## config.mk

```make
export PLATFORM = sky130hd
export DESIGN_NAME = contiguous_block_bitmap_allocator_unit
export DESIGN_NICKNAME = d
export VERILOG_FILES = /design/src/hdl/cbba_pkg.sv /design/src/hdl/contiguous_block_bitmap_allocator_unit.sv /design/src/hdl/cbba_map_ram.sv /design/src/hdl/cbba_word_unit.sv
export SDC_FILE = /design/constraint.sdc
export NUM_CORES = 2
export LEC_CHECK = 0
export BUFFER_PORTS_ARGS = -buffer_cell sky130_fd_sc_hd__buf_2
export CELL_PAD_IN_SITES_DETAIL_PLACEMENT = 2
export CELL_PAD_IN_SITES_GLOBAL_PLACEMENT = 2
export CORE_MARGIN = 5
export CORE_UTILIZATION = 52
export CTS_BUF_LIST = sky130_fd_sc_hd__clkbuf_2 sky130_fd_sc_hd__clkbuf_4 sky130_fd_sc_hd__clkbuf_8
export DETAILED_ROUTE_END_ITERATION = 16
export GPL_TIMING_DRIVEN = 0
export MAX_ROUTING_LAYER = met4
export PLACE_DENSITY_LB_ADDON = 0.1
export SLEW_MARGIN = 20
export SYNTH_ARGS = -nofsm -noshare
export SYNTH_HDL_FRONTEND = slang
export SYNTH_SLANG_ARGS = --single-unit
```

## constraint.sdc

```tcl
create_clock -name clk -period 21.1 [get_ports clk]
set_input_delay 3.165 -clock clk [delete_from_list [all_inputs] [get_ports clk]]
set_output_delay 3.165 -clock clk [all_outputs]
set_load 0.03 [all_outputs]
```

## src/hdl/cbba_pkg.sv

```systemverilog
// ----------------------------------------------------------------------------
// cbba_pkg
// Shared types and constants for the contiguous block bitmap allocator.
// ----------------------------------------------------------------------------
package cbba_pkg;

  // default number of blocks held in the bitmap
  localparam int MAP_BLOCKS_DEF = 1024;

  // bitmap word: blocks handled per cycle by the word unit
  localparam int WORD_BITS = 16;
  localparam int OFF_W     = 4;             // bit offset inside a word
  localparam int POS_W     = 12;            // block position / length, up to 2047
  localparam int ROW_W     = POS_W - OFF_W; // word row of a block position

  // disk size register
  localparam int               DISK_W          = 11;
  localparam logic [DISK_W-1:0] DISK_BLOCKS_RST = 11'd1024;

  // commands
  localparam logic [1:0] CMD_ALLOC   = 2'd0;
  localparam logic [1:0] CMD_FREE    = 2'd1;
  localparam logic [1:0] CMD_RESERVE = 2'd2;
  localparam logic [1:0] CMD_TEST    = 2'd3;

  // result status
  localparam logic [1:0] ST_OK      = 2'd0;
  localparam logic [1:0] ST_NOSPACE = 2'd1;
  localparam logic [1:0] ST_RANGE   = 2'd2;

  // free-run search over one word
  typedef struct packed {
    logic [ROW_W-1:0] row;      // row of the word being scanned
    logic [ROW_W-1:0] lim_row;  // row of the last block on the disk
    logic [OFF_W-1:0] lim_off;  // offset of the last block on the disk
    logic [POS_W-1:0] count;    // requested run length
    logic [POS_W-1:0] run_len;  // free run carried in from the lower word
  } scan_req_t;

  typedef struct packed {
    logic             found;    // a run long enough ends in this word
    logic [POS_W-1:0] first;    // first block of that run
    logic [POS_W-1:0] run_len;  // free run carried out of this word
  } scan_res_t;

  // range update of one word
  typedef struct packed {
    logic [ROW_W-1:0] row;      // row of the word being updated
    logic [ROW_W-1:0] lo_row;   // first block of the range
    logic [OFF_W-1:0] lo_off;
    logic [ROW_W-1:0] hi_row;   // last block of the range
    logic [OFF_W-1:0] hi_off;
    logic             set;      // value written into the range
  } mark_req_t;

endpackage

```

## src/hdl/contiguous_block_bitmap_allocator_unit.sv

```systemverilog
// ----------------------------------------------------------------------------
// contiguous_block_bitmap_allocator_unit
// First-fit contiguous block allocator over a one-bit-per-block bitmap.
// ----------------------------------------------------------------------------
// Takes one command word at a time and returns one result word for it. The
// bitmap sits in a RAM of 16-bit words and every command walks it one word
// per cycle through the shared word unit, so the cost follows the rows
// touched: allocate scans R words, where R is the number of words scanned
// up to the row where the run completes (at most ceil(disk_blocks/16), 64
// for a 1024-block disk), then updates the M words the run spans; free and
// reserve update M words; test reads one word; a range or size error is
// answered straight from the range check. in_ready is low for the whole
// command. After reset a clearing pass writes the bitmap to all-free, one
// word per cycle, before the first command is taken; disk size writes are
// accepted throughout.
// ----------------------------------------------------------------------------
module contiguous_block_bitmap_allocator_unit
  import cbba_pkg::*;
#(
  parameter int MAP_BLOCKS = MAP_BLOCKS_DEF
) (
  input  logic              clk,
  input  logic              rst,
  // disk size register
  input  logic              cfg_we,
  input  logic [DISK_W-1:0] cfg_wdata,
  // command channel
  input  logic              in_valid,
  output logic              in_ready,
  input  logic [1:0]        command,
  input  logic [9:0]        start_block,
  input  logic [10:0]       block_count,
  // result channel
  output logic              out_valid,
  input  logic              out_ready,
  output logic [1:0]        status,
  output logic [9:0]        alloc_start,
  output logic              allocated
);

  localparam int ROWS     = (MAP_BLOCKS + WORD_BITS - 1) / WORD_BITS;
  localparam int ADDR_W   = (ROWS > 1) ? $clog2(ROWS) : 1;
  localparam int SIZE_CAP = (MAP_BLOCKS < 2047) ? MAP_BLOCKS : 2047;

  // sequencer states
  localparam logic [2:0] S_CLEAR = 3'd0;
  localparam logic [2:0] S_IDLE  = 3'd1;
  localparam logic [2:0] S_CHECK = 3'd2;
  localparam logic [2:0] S_SCAN  = 3'd3;
  localparam logic [2:0] S_TEST  = 3'd4;
  localparam logic [2:0] S_MARK0 = 3'd5;
  localparam logic [2:0] S_MARK  = 3'd6;
  localparam logic [2:0] S_RESP  = 3'd7;

  logic [2:0]        state;
  logic [ADDR_W-1:0] clr_row;
  logic [DISK_W-1:0] disk_blocks;

  // captured command
  logic [1:0]  cmd_q;
  logic [9:0]  start_q;
  logic [10:0] count_q;

  // scan and mark context
  logic [ROW_W-1:0] rd_row;
  logic [ROW_W-1:0] scan_row;
  logic [POS_W-1:0] run_len;
  logic [POS_W-1:0] lo;
  logic [POS_W-1:0] last;
  logic [ROW_W-1:0] mark_row;
  logic             set_bit;

  // pending result
  logic [1:0] res_status;
  logic [9:0] res_run;
  logic       res_bit;

  // derived values
  logic [POS_W-1:0] disk_size;
  logic [POS_W-1:0] size_m1;
  logic [POS_W-1:0] start_pos;
  logic [POS_W-1:0] end_pos;
  logic [ROW_W-1:0] lim_row;
  logic [ROW_W-1:0] last_row;

  // RAM and word unit wiring
  logic                 wr_en;
  logic [ADDR_W-1:0]    wr_addr;
  logic [WORD_BITS-1:0] wr_data;
  logic                 rd_en;
  logic [ADDR_W-1:0]    rd_addr;
  logic [WORD_BITS-1:0] rd_data;
  scan_req_t            scan_req;
  scan_res_t            scan_res;
  mark_req_t            mark_req;
  logic [WORD_BITS-1:0] mark_word;

  // effective disk size and range bounds
  always_comb begin
    disk_size = ({1'b0, disk_blocks} > POS_W'(SIZE_CAP)) ? POS_W'(SIZE_CAP)
                                                         : {1'b0, disk_blocks};
    size_m1   = disk_size - POS_W'(1);
    lim_row   = size_m1[POS_W-1:OFF_W];
    start_pos = POS_W'(start_q);
    end_pos   = start_pos + POS_W'(count_q);
    last_row  = last[POS_W-1:OFF_W];
  end

  assign in_ready = (state == S_IDLE);

  // word unit requests
  always_comb begin
    scan_req.row     = scan_row;
    scan_req.lim_row = lim_row;
    scan_req.lim_off = size_m1[OFF_W-1:0];
    scan_req.count   = POS_W'(count_q);
    scan_req.run_len = run_len;
    mark_req.row     = mark_row;
    mark_req.lo_row  = lo[POS_W-1:OFF_W];
    mark_req.lo_off  = lo[OFF_W-1:0];
    mark_req.hi_row  = last_row;
    mark_req.hi_off  = last[OFF_W-1:0];
    mark_req.set     = set_bit;
  end

  cbba_word_unit u_word (
    .word      (rd_data),
    .scan_req  (scan_req),
    .scan_res  (scan_res),
    .mark_req  (mark_req),
    .mark_word (mark_word)
  );

  // RAM port control
  always_comb begin
    wr_en   = 1'b0;
    wr_addr = clr_row;
    wr_data = '0;
    rd_en   = 1'b0;
    rd_addr = '0;
    unique case (state)
      S_CLEAR: begin
        wr_en = 1'b1;
      end
      S_CHECK: begin
        rd_en   = 1'b1;
        rd_addr = (cmd_q == CMD_ALLOC) ? '0 : ADDR_W'(start_pos[POS_W-1:OFF_W]);
      end
      S_SCAN: begin
        rd_en   = (scan_row != lim_row);
        rd_addr = ADDR_W'(rd_row);
      end
      S_MARK0: begin
        rd_en   = 1'b1;
        rd_addr = ADDR_W'(lo[POS_W-1:OFF_W]);
      end
      S_MARK: begin
        wr_en   = 1'b1;
        wr_addr = ADDR_W'(mark_row);
        wr_data = mark_word;
        rd_en   = (mark_row != last_row);
        rd_addr = ADDR_W'(mark_row + ROW_W'(1));
      end
      default: begin
      end
    endcase
  end

  cbba_map_ram #(
    .MAP_BLOCKS (MAP_BLOCKS)
  ) u_map (
    .clk     (clk),
    .wr_en   (wr_en),
    .wr_addr (wr_addr),
    .wr_data (wr_data),
    .rd_en   (rd_en),
    .rd_addr (rd_addr),
    .rd_data (rd_data)
  );

  // disk size register
  always_ff @(posedge clk) begin
    if (rst) begin
      disk_blocks <= DISK_BLOCKS_RST;
    end else if (cfg_we) begin
      disk_blocks <= cfg_wdata;
    end
  end

  // sequencer
  always_ff @(posedge clk) begin
    if (rst) begin
      state   <= S_CLEAR;
      clr_row <= '0;
    end else begin
      unique case (state)
        S_CLEAR: begin
          clr_row <= clr_row + ADDR_W'(1);
          if (clr_row == ADDR_W'(ROWS - 1)) begin
            state <= S_IDLE;
          end
        end
        S_IDLE: begin
          if (in_valid) begin
            cmd_q   <= command;
            start_q <= start_block;
            count_q <= block_count;
            state   <= S_CHECK;
          end
        end
        S_CHECK: begin
          res_status <= ST_OK;
          res_run    <= '0;
          res_bit    <= 1'b0;
          unique case (cmd_q) inside
            CMD_ALLOC: begin
              rd_row   <= ROW_W'(1);
              scan_row <= '0;
              run_len  <= '0;
              set_bit  <= 1'b1;
              if (disk_size == '0) begin
                res_status <= ST_NOSPACE;
                state      <= S_RESP;
              end else begin
                state <= S_SCAN;
              end
            end
            CMD_FREE, CMD_RESERVE: begin
              lo      <= start_pos;
              last    <= end_pos - POS_W'(1);
              set_bit <= (cmd_q == CMD_RESERVE);
              if (end_pos > disk_size) begin
                res_status <= ST_RANGE;
                state      <= S_RESP;
              end else if (count_q == '0) begin
                state <= S_RESP;
              end else begin
                state <= S_MARK0;
              end
            end
            CMD_TEST: begin
              if (start_pos >= disk_size) begin
                res_status <= ST_RANGE;
                state      <= S_RESP;
              end else begin
                state <= S_TEST;
              end
            end
            default: begin
              state <= S_RESP;
            end
          endcase
        end
        S_SCAN: begin
          rd_row   <= rd_row + ROW_W'(1);
          scan_row <= scan_row + ROW_W'(1);
          run_len  <= scan_res.run_len;
          if (scan_res.found) begin
            res_run <= scan_res.first[9:0];
            lo      <= scan_res.first;
            last    <= scan_res.first + POS_W'(count_q) - POS_W'(1);
            state   <= (count_q == '0) ? S_RESP : S_MARK0;
          end else if (scan_row == lim_row) begin
            res_status <= ST_NOSPACE;
            state      <= S_RESP;
          end
        end
        S_TEST: begin
          res_bit <= rd_data[start_q[OFF_W-1:0]];
          state   <= S_RESP;
        end
        S_MARK0: begin
          mark_row <= lo[POS_W-1:OFF_W];
          state    <= S_MARK;
        end
        S_MARK: begin
          mark_row <= mark_row + ROW_W'(1);
          if (mark_row == last_row) begin
            state <= S_RESP;
          end
        end
        S_RESP: begin
          if (!out_valid || out_ready) begin
            state <= S_IDLE;
          end
        end
        default: begin
          state <= S_IDLE;
        end
      endcase
    end
  end

  // result register
  always_ff @(posedge clk) begin
    if (rst) begin
      out_valid <= 1'b0;
    end else if (state == S_RESP && (!out_valid || out_ready)) begin
      out_valid <= 1'b1;
    end else if (out_ready) begin
      out_valid <= 1'b0;
    end
  end

  always_ff @(posedge clk) begin
    if (state == S_RESP && (!out_valid || out_ready)) begin
      status      <= res_status;
      alloc_start <= res_run;
      allocated   <= res_bit;
    end
  end

`ifndef SYNTHESIS
  // only defined status codes leave the block
  a_status_code: assert property (@(posedge clk) disable iff (rst)
    out_valid |-> (status == ST_OK || status == ST_NOSPACE || status == ST_RANGE))
    else $error("undefined status code on result");

  // failed commands carry no run start and no tested bit
  a_fail_clean: assert property (@(posedge clk) disable iff (rst)
    out_valid && status != ST_OK |-> alloc_start == '0 && allocated == 1'b0)
    else $error("failed command returned payload");

  // bitmap written only by the clearing pass and range updates
  a_write_states: assert property (@(posedge clk) disable iff (rst)
    wr_en |-> (state == S_CLEAR || state == S_MARK))
    else $error("bitmap write outside clear or mark");

  // scan never runs past the last row of the disk
  a_scan_limit: assert property (@(posedge clk) disable iff (rst)
    state == S_SCAN |-> scan_row <= lim_row)
    else $error("scan past disk end");

  // every accepted command starts with the range check
  a_accept_check: assert property (@(posedge clk) disable iff (rst)
    in_valid && in_ready |=> state == S_CHECK && !in_ready)
    else $error("command accepted without range check");
`endif

endmodule

```

## src/hdl/cbba_map_ram.sv

```systemverilog
// ----------------------------------------------------------------------------
// cbba_map_ram
// Allocation bitmap, one bit per block, stored as 16-bit words.
// One write port and one read port; read data registered.
// ----------------------------------------------------------------------------
module cbba_map_ram
  import cbba_pkg::*;
#(
  parameter int MAP_BLOCKS = MAP_BLOCKS_DEF,
  localparam int ROWS   = (MAP_BLOCKS + WORD_BITS - 1) / WORD_BITS,
  localparam int ADDR_W = (ROWS > 1) ? $clog2(ROWS) : 1
) (
  input  logic                 clk,
  input  logic                 wr_en,
  input  logic [ADDR_W-1:0]    wr_addr,
  input  logic [WORD_BITS-1:0] wr_data,
  input  logic                 rd_en,
  input  logic [ADDR_W-1:0]    rd_addr,
  output logic [WORD_BITS-1:0] rd_data
);

  logic [WORD_BITS-1:0] mem [ROWS];

  // write port
  always_ff @(posedge clk) begin
    if (wr_en) begin
      mem[wr_addr] <= wr_data;
    end
  end

  // registered read port
  always_ff @(posedge clk) begin
    if (rd_en) begin
      rd_data <= mem[rd_addr];
    end
  end

endmodule

```

## src/hdl/cbba_word_unit.sv

```systemverilog
// ----------------------------------------------------------------------------
// cbba_word_unit
// Shared word datapath: first-fit run search over one bitmap word, and the
// set/clear merge of a block range into one word.
// ----------------------------------------------------------------------------
module cbba_word_unit
  import cbba_pkg::*;
(
  input  logic [WORD_BITS-1:0] word,
  input  scan_req_t            scan_req,
  output scan_res_t            scan_res,
  input  mark_req_t            mark_req,
  output logic [WORD_BITS-1:0] mark_word
);

  logic [WORD_BITS-1:0] avail;
  logic [WORD_BITS-1:0] hit;
  logic [POS_W-1:0]     len [WORD_BITS];
  logic [OFF_W-1:0]     sel;
  logic [POS_W-1:0]     base;

  // run search: free run length ending at each bit, first bit that closes a run
  always_comb begin
    base = {scan_req.row, {OFF_W{1'b0}}};
    // blocks past the disk end count as taken
    for (int i = 0; i < WORD_BITS; i++) begin
      avail[i] = !word[i] &&
                 (scan_req.row != scan_req.lim_row || OFF_W'(i) <= scan_req.lim_off);
    end
    for (int i = 0; i < WORD_BITS; i++) begin
      len[i] = scan_req.run_len + POS_W'(i + 1);
      for (int j = 0; j < WORD_BITS; j++) begin
        if (j < i && !avail[j]) begin
          len[i] = POS_W'(i - j);
        end
      end
      if (!avail[i]) begin
        len[i] = '0;
      end
      hit[i] = avail[i] && (len[i] >= scan_req.count);
    end
    // lowest hit wins
    sel = '0;
    for (int i = WORD_BITS - 1; i >= 0; i--) begin
      if (hit[i]) begin
        sel = OFF_W'(i);
      end
    end
    scan_res.found   = |hit;
    scan_res.first   = base + POS_W'(sel) + POS_W'(1) - len[sel];
    scan_res.run_len = len[WORD_BITS-1];
  end

  // range merge: bits inside [lo, hi] take the set value
  always_comb begin
    for (int i = 0; i < WORD_BITS; i++) begin
      if ((mark_req.row != mark_req.lo_row || OFF_W'(i) >= mark_req.lo_off) &&
          (mark_req.row != mark_req.hi_row || OFF_W'(i) <= mark_req.hi_off)) begin
        mark_word[i] = mark_req.set;
      end else begin
        mark_word[i] = word[i];
      end
    end
  end

endmodule
```

==> results.cfg, run 1 <==
[synth]
synthMuxAreaShare_pct = 11.4
async_reset_ff_share_pct = 0
syn_avg_cell_area_um2 = 14.0
synth_top_family_by_area = multiplexers
synth-seq-cells = 1169
synthSimpleGateAreaFrac_pct = 8.69
yosys_warnings = 0
syn_area_um2 = 58300
seq_area_frac_synth_pct = 59.9
synth_top_cell_by_area = edfxtp_1
ys_types = 90
synth_cells = 4175
synth.net_count = 4493
synth-edff-count = 1148
synth_fa_ha_area_share_pct = 6.03
synth_compound_area_share_pct = 8.70
synth_top_cell_area_share_pct = 59.1
synth_xor_area_share_pct = 2.99
ys.flop_type = edfxtp_1
ys_top_cells_by_area = edfxtp_1 59%, mux4_2 10%, ha_1 5.9%

[outcome]
lastStage = detailed placement (3_5_place_dp)
error_line = [ERROR DPL-0033] detailed placement checks failed during check placement.
status = stopped before the end

[die]
initial_core_util_pct = 52.5
io_pins = 54
rows = 122
dieWidth_um = 345
die_h_um = 345

[place]
port_buffers = 52
gp_congestion = 0.975
dpl.hpwl_um = 194000
stage by stage:
step	instance area, um2	instances	hold WS (ns)	setup WS, ns
floorplan	58300	4175	0.400	10.42
global placement	60400	5715	0.402	6.38
kinds of logic after synthesis:
kind of cell,count (synthesis)
compound gates,755
xor+xnor,199
fa+ha+maj,279
buf+inv,331
flops,1169
mux,337
simple gates,1105
synthesized netlist by cell type, types with 6 or more instances:
cell type  count
mux4_2       261
o311ai_0      24
o21ai_1        9
o31ai_1        7
a21o_1        49
o211ai_1      35
buf_4          8
nand2_1      365
a31oi_1       54
a2111oi_0      7
o21bai_1      14
a21oi_1      192
o21a_1        28
and2_1        72
o31a_1         6
nor4_1        17
nor2b_1       40
a211o_1        8
buf_2         13
xor2_1        84
a211oi_1     109
nor3_1        57
or3_1         16
mux2_2        26
nand3_1       51
nor2_1       361
mux2i_1       50
edfxtp_1    1148
clkbuf_1     163
or2_2         20
inv_1         95
a311oi_1      34
nand2b_1      36
buf_1         45
and3_1        18
dfxtp_1       21
xnor2_1      115
ha_1         276
nand4_1       18
o21ai_0      116
nand3b_1       7
==> inputs of run 2 (changes only) <==
Settings changed: CELL_PAD_IN_SITES_DETAIL_PLACEMENT 2 to default, CELL_PAD_IN_SITES_GLOBAL_PLACEMENT 2 to default, CORE_UTILIZATION 52 to 40, CTS_BUF_LIST sky130_fd_sc_hd__clkbuf_2 sky130_fd_sc_hd__clkbuf_4 sky130_fd_sc_hd__clkbuf_8 to default, MAX_ROUTING_LAYER met4 to default, PLACE_DENSITY_LB_ADDON 0.1 to 0.15.
==> results.cfg, run 2 <==
[die]
coreArea_um2 = 145000
die_h_um = 392
die-area_um2 = 153000
dieWidth_um = 392
rows = 140
initial_core_util_pct = 40.1
io_pins = 54

[synth]
syn_avg_cell_area_um2 = 14.0
synth_top_cell_area_share_pct = 59.1
syn_area_um2 = 58300
synth_top_cell_by_area = edfxtp_1
ys_top_cells_by_area = edfxtp_1 59%, mux4_2 10%, ha_1 5.9%
async_reset_ff_share_pct = 0
yosys_warnings = 0
ys.flop_type = edfxtp_1
seq_area_frac_synth_pct = 59.9
synthTopCellsByCount = 1148 x edfxtp_1, 365 x nand2_1, 361 x nor2_1, 276 x ha_1, 261 x mux4_2
synth-seq-cells = 1169
synth.net_count = 4493
synth_most_common_cell = edfxtp_1
synth_cells = 4175
ys_types = 90
synth-edff-count = 1148

[clock_network]
cts.clk_slew.worst_paths_ns = 0.06
clock_path_buffers = 3
htreeDepth = 3
ctsHoldBuffers = 0
cts_tree = yes
root_buffer = clkbuf_16
cts.sinks = 1169
cts_setup_buffers = 0
ctsResizeCount = 0
insertion_delay_ns = 0.76
numCtsBuffers = 117

[global_route]
grt_pass1_wl_um = 270000
grt_usage_pct = 24.4
first_global_vias = 37300
grt_max_degree = 38
grt_antenna_before_repair = 1
grt.overflow.total = 0

[critical_path]
end_kind = flip-flop
slowest_delay_ns = 0.71
cp_num_buf_inv = 11
critPathRequiredTime_ns = 21.53
start_kind = flip-flop
critPathArrivalTime_ns = 15.50
worstSetupPathType = reg -> reg
crit_family = compound AO/OA/AOI/OAI gates
slowest_stage = clkbuf_1
critPathMostFrequentCell = ha_1
path_max_fanout = 10

[timing]
finalMaxSlewViolations = 0
finalHoldViolCount = 0
max_freq_mhz = 66.4
fin_tns_setup_ns = 0
rsz0062_at_grt = false
finalCritPeriodShare_pct = 71.4
maxSlewHeadroom_pct = 21.1
worst_pin_slew_ns = 1.18
fin_crit_ns = 15.07
setup_violations = 0
final.setup_skew_ns = 0.0743
timing.hold.ws_ns = 0.424

[place]
port_buffers = 52
dpl.hpwl_um = 143000
gp_congestion = 0.993

[cells_and_area]
largest_reg_flops = 1024
final_cell_mix = 1148 x edfxtp_1, 365 x nand2_1, 283 x nor2_1
final-seq-area_um2 = 34900
areaGrowthSynthToFinish_pct = 14.5
drive_gt1_share_pct = 17.1
multiInputGateArea_um2 = 22400
top_register = u_map.mem
antennaDiodeCount = 0
nets = 4771
final_common_cell = edfxtp_1
fill_cells = 12800
largestRegisters = u_map.mem: 1024 flops, u_map.rd_data: 16 flops

[detailed_routing]
dr.pass1.iters = 6
postRouteAntennaNets = 0
viasPerCell = 5.84
drt_iter0_drc = 3675
drc = 0
route.vias.total = 37800
routed_wl_um = 189000
wl_per_cell_um = 29.3

[power_and_ir_drop]
ir_drop_mv = 0.0633
cellLeakagePower_nw = 23.4
p_per_area_nw_per_um2 = 70.1

[flow_run]
drv_cap = 0

[min_path]
min_path_type = reg -> reg

[outcome]
status = finished clean
## run 2: report_power, final
group / total [mW] / switching [mW] / internal (mW)
Combinational: 0.0771 / 0.0507 / 0.0264
Sequential: 2.53 / 0.00458 / 2.53
Clock: 2.07 / 0.902 / 1.17
## run 2: routing by layer
layer	wire length (um)	vias up	global-route usage (%)
li1	-	16700	-
met1	79400	19300	33.0
met2	90700	1415	40.3
met3	11000	322	3.23
met4	8250	0	9.41
met5	0	-	0
## run 2: worst paths after layout
path	start	end	slack (ns)	cells past startpoint
hold reg to reg	res_run[4]	alloc_start[4]	0.42	0
setup / recovery	disk_blocks[10]	last[11]	6.03	59
hold / removal	res_run[4]	alloc_start[4]	0.42	0
setup reg to reg	disk_blocks[10]	last[11]	6.03	59
## run 2: through the flow
stage                     util, %  power [mW]  setup slack (ns)  area [um2]  std cells
after global routing         46.0        4.82              5.46       66700       6464
after global placement       42.0        2.65              6.11       60900       6144
after CTS                    46.0        4.72              6.41       66700       6464
after floorplan                 -        2.62             10.42       58300       4175
final                        46.0        4.68              6.03       66700       6464
after detailed placement     43.4        2.66              6.51       63000       6251
## run 2: kinds of logic (layout without fill, tap and decap cells)
| family | Yosys count | after routing | share of synthesized area [%] |
|---|---|---|---|
| buf+inv | 331 | 703 | 2.28 |
| simple gates | 1105 | 1105 | 8.69 |
| mux | 337 | 337 | 11.4 |
| compound gates | 755 | 755 | 8.70 |
| fa+ha+maj | 279 | 279 | 6.03 |
| flops | 1169 | 1169 | 59.9 |
| xor+xnor | 199 | 199 | 2.99 |
## run 2: area by class of cell
class | instances | share of cell area, %
buffer | 234 | 1.45
clock buffer | 149 | 4.57
clock inverter | 64 | 1.11
inverter | 97 | 0.545
multi-input combinational | 2675 | 33.5
sequential | 1169 | 52.3
tap | 1917 | 3.59
timing repair buffer | 159 | 2.91
No activity file was read; power rests on OpenSTA's default activity.
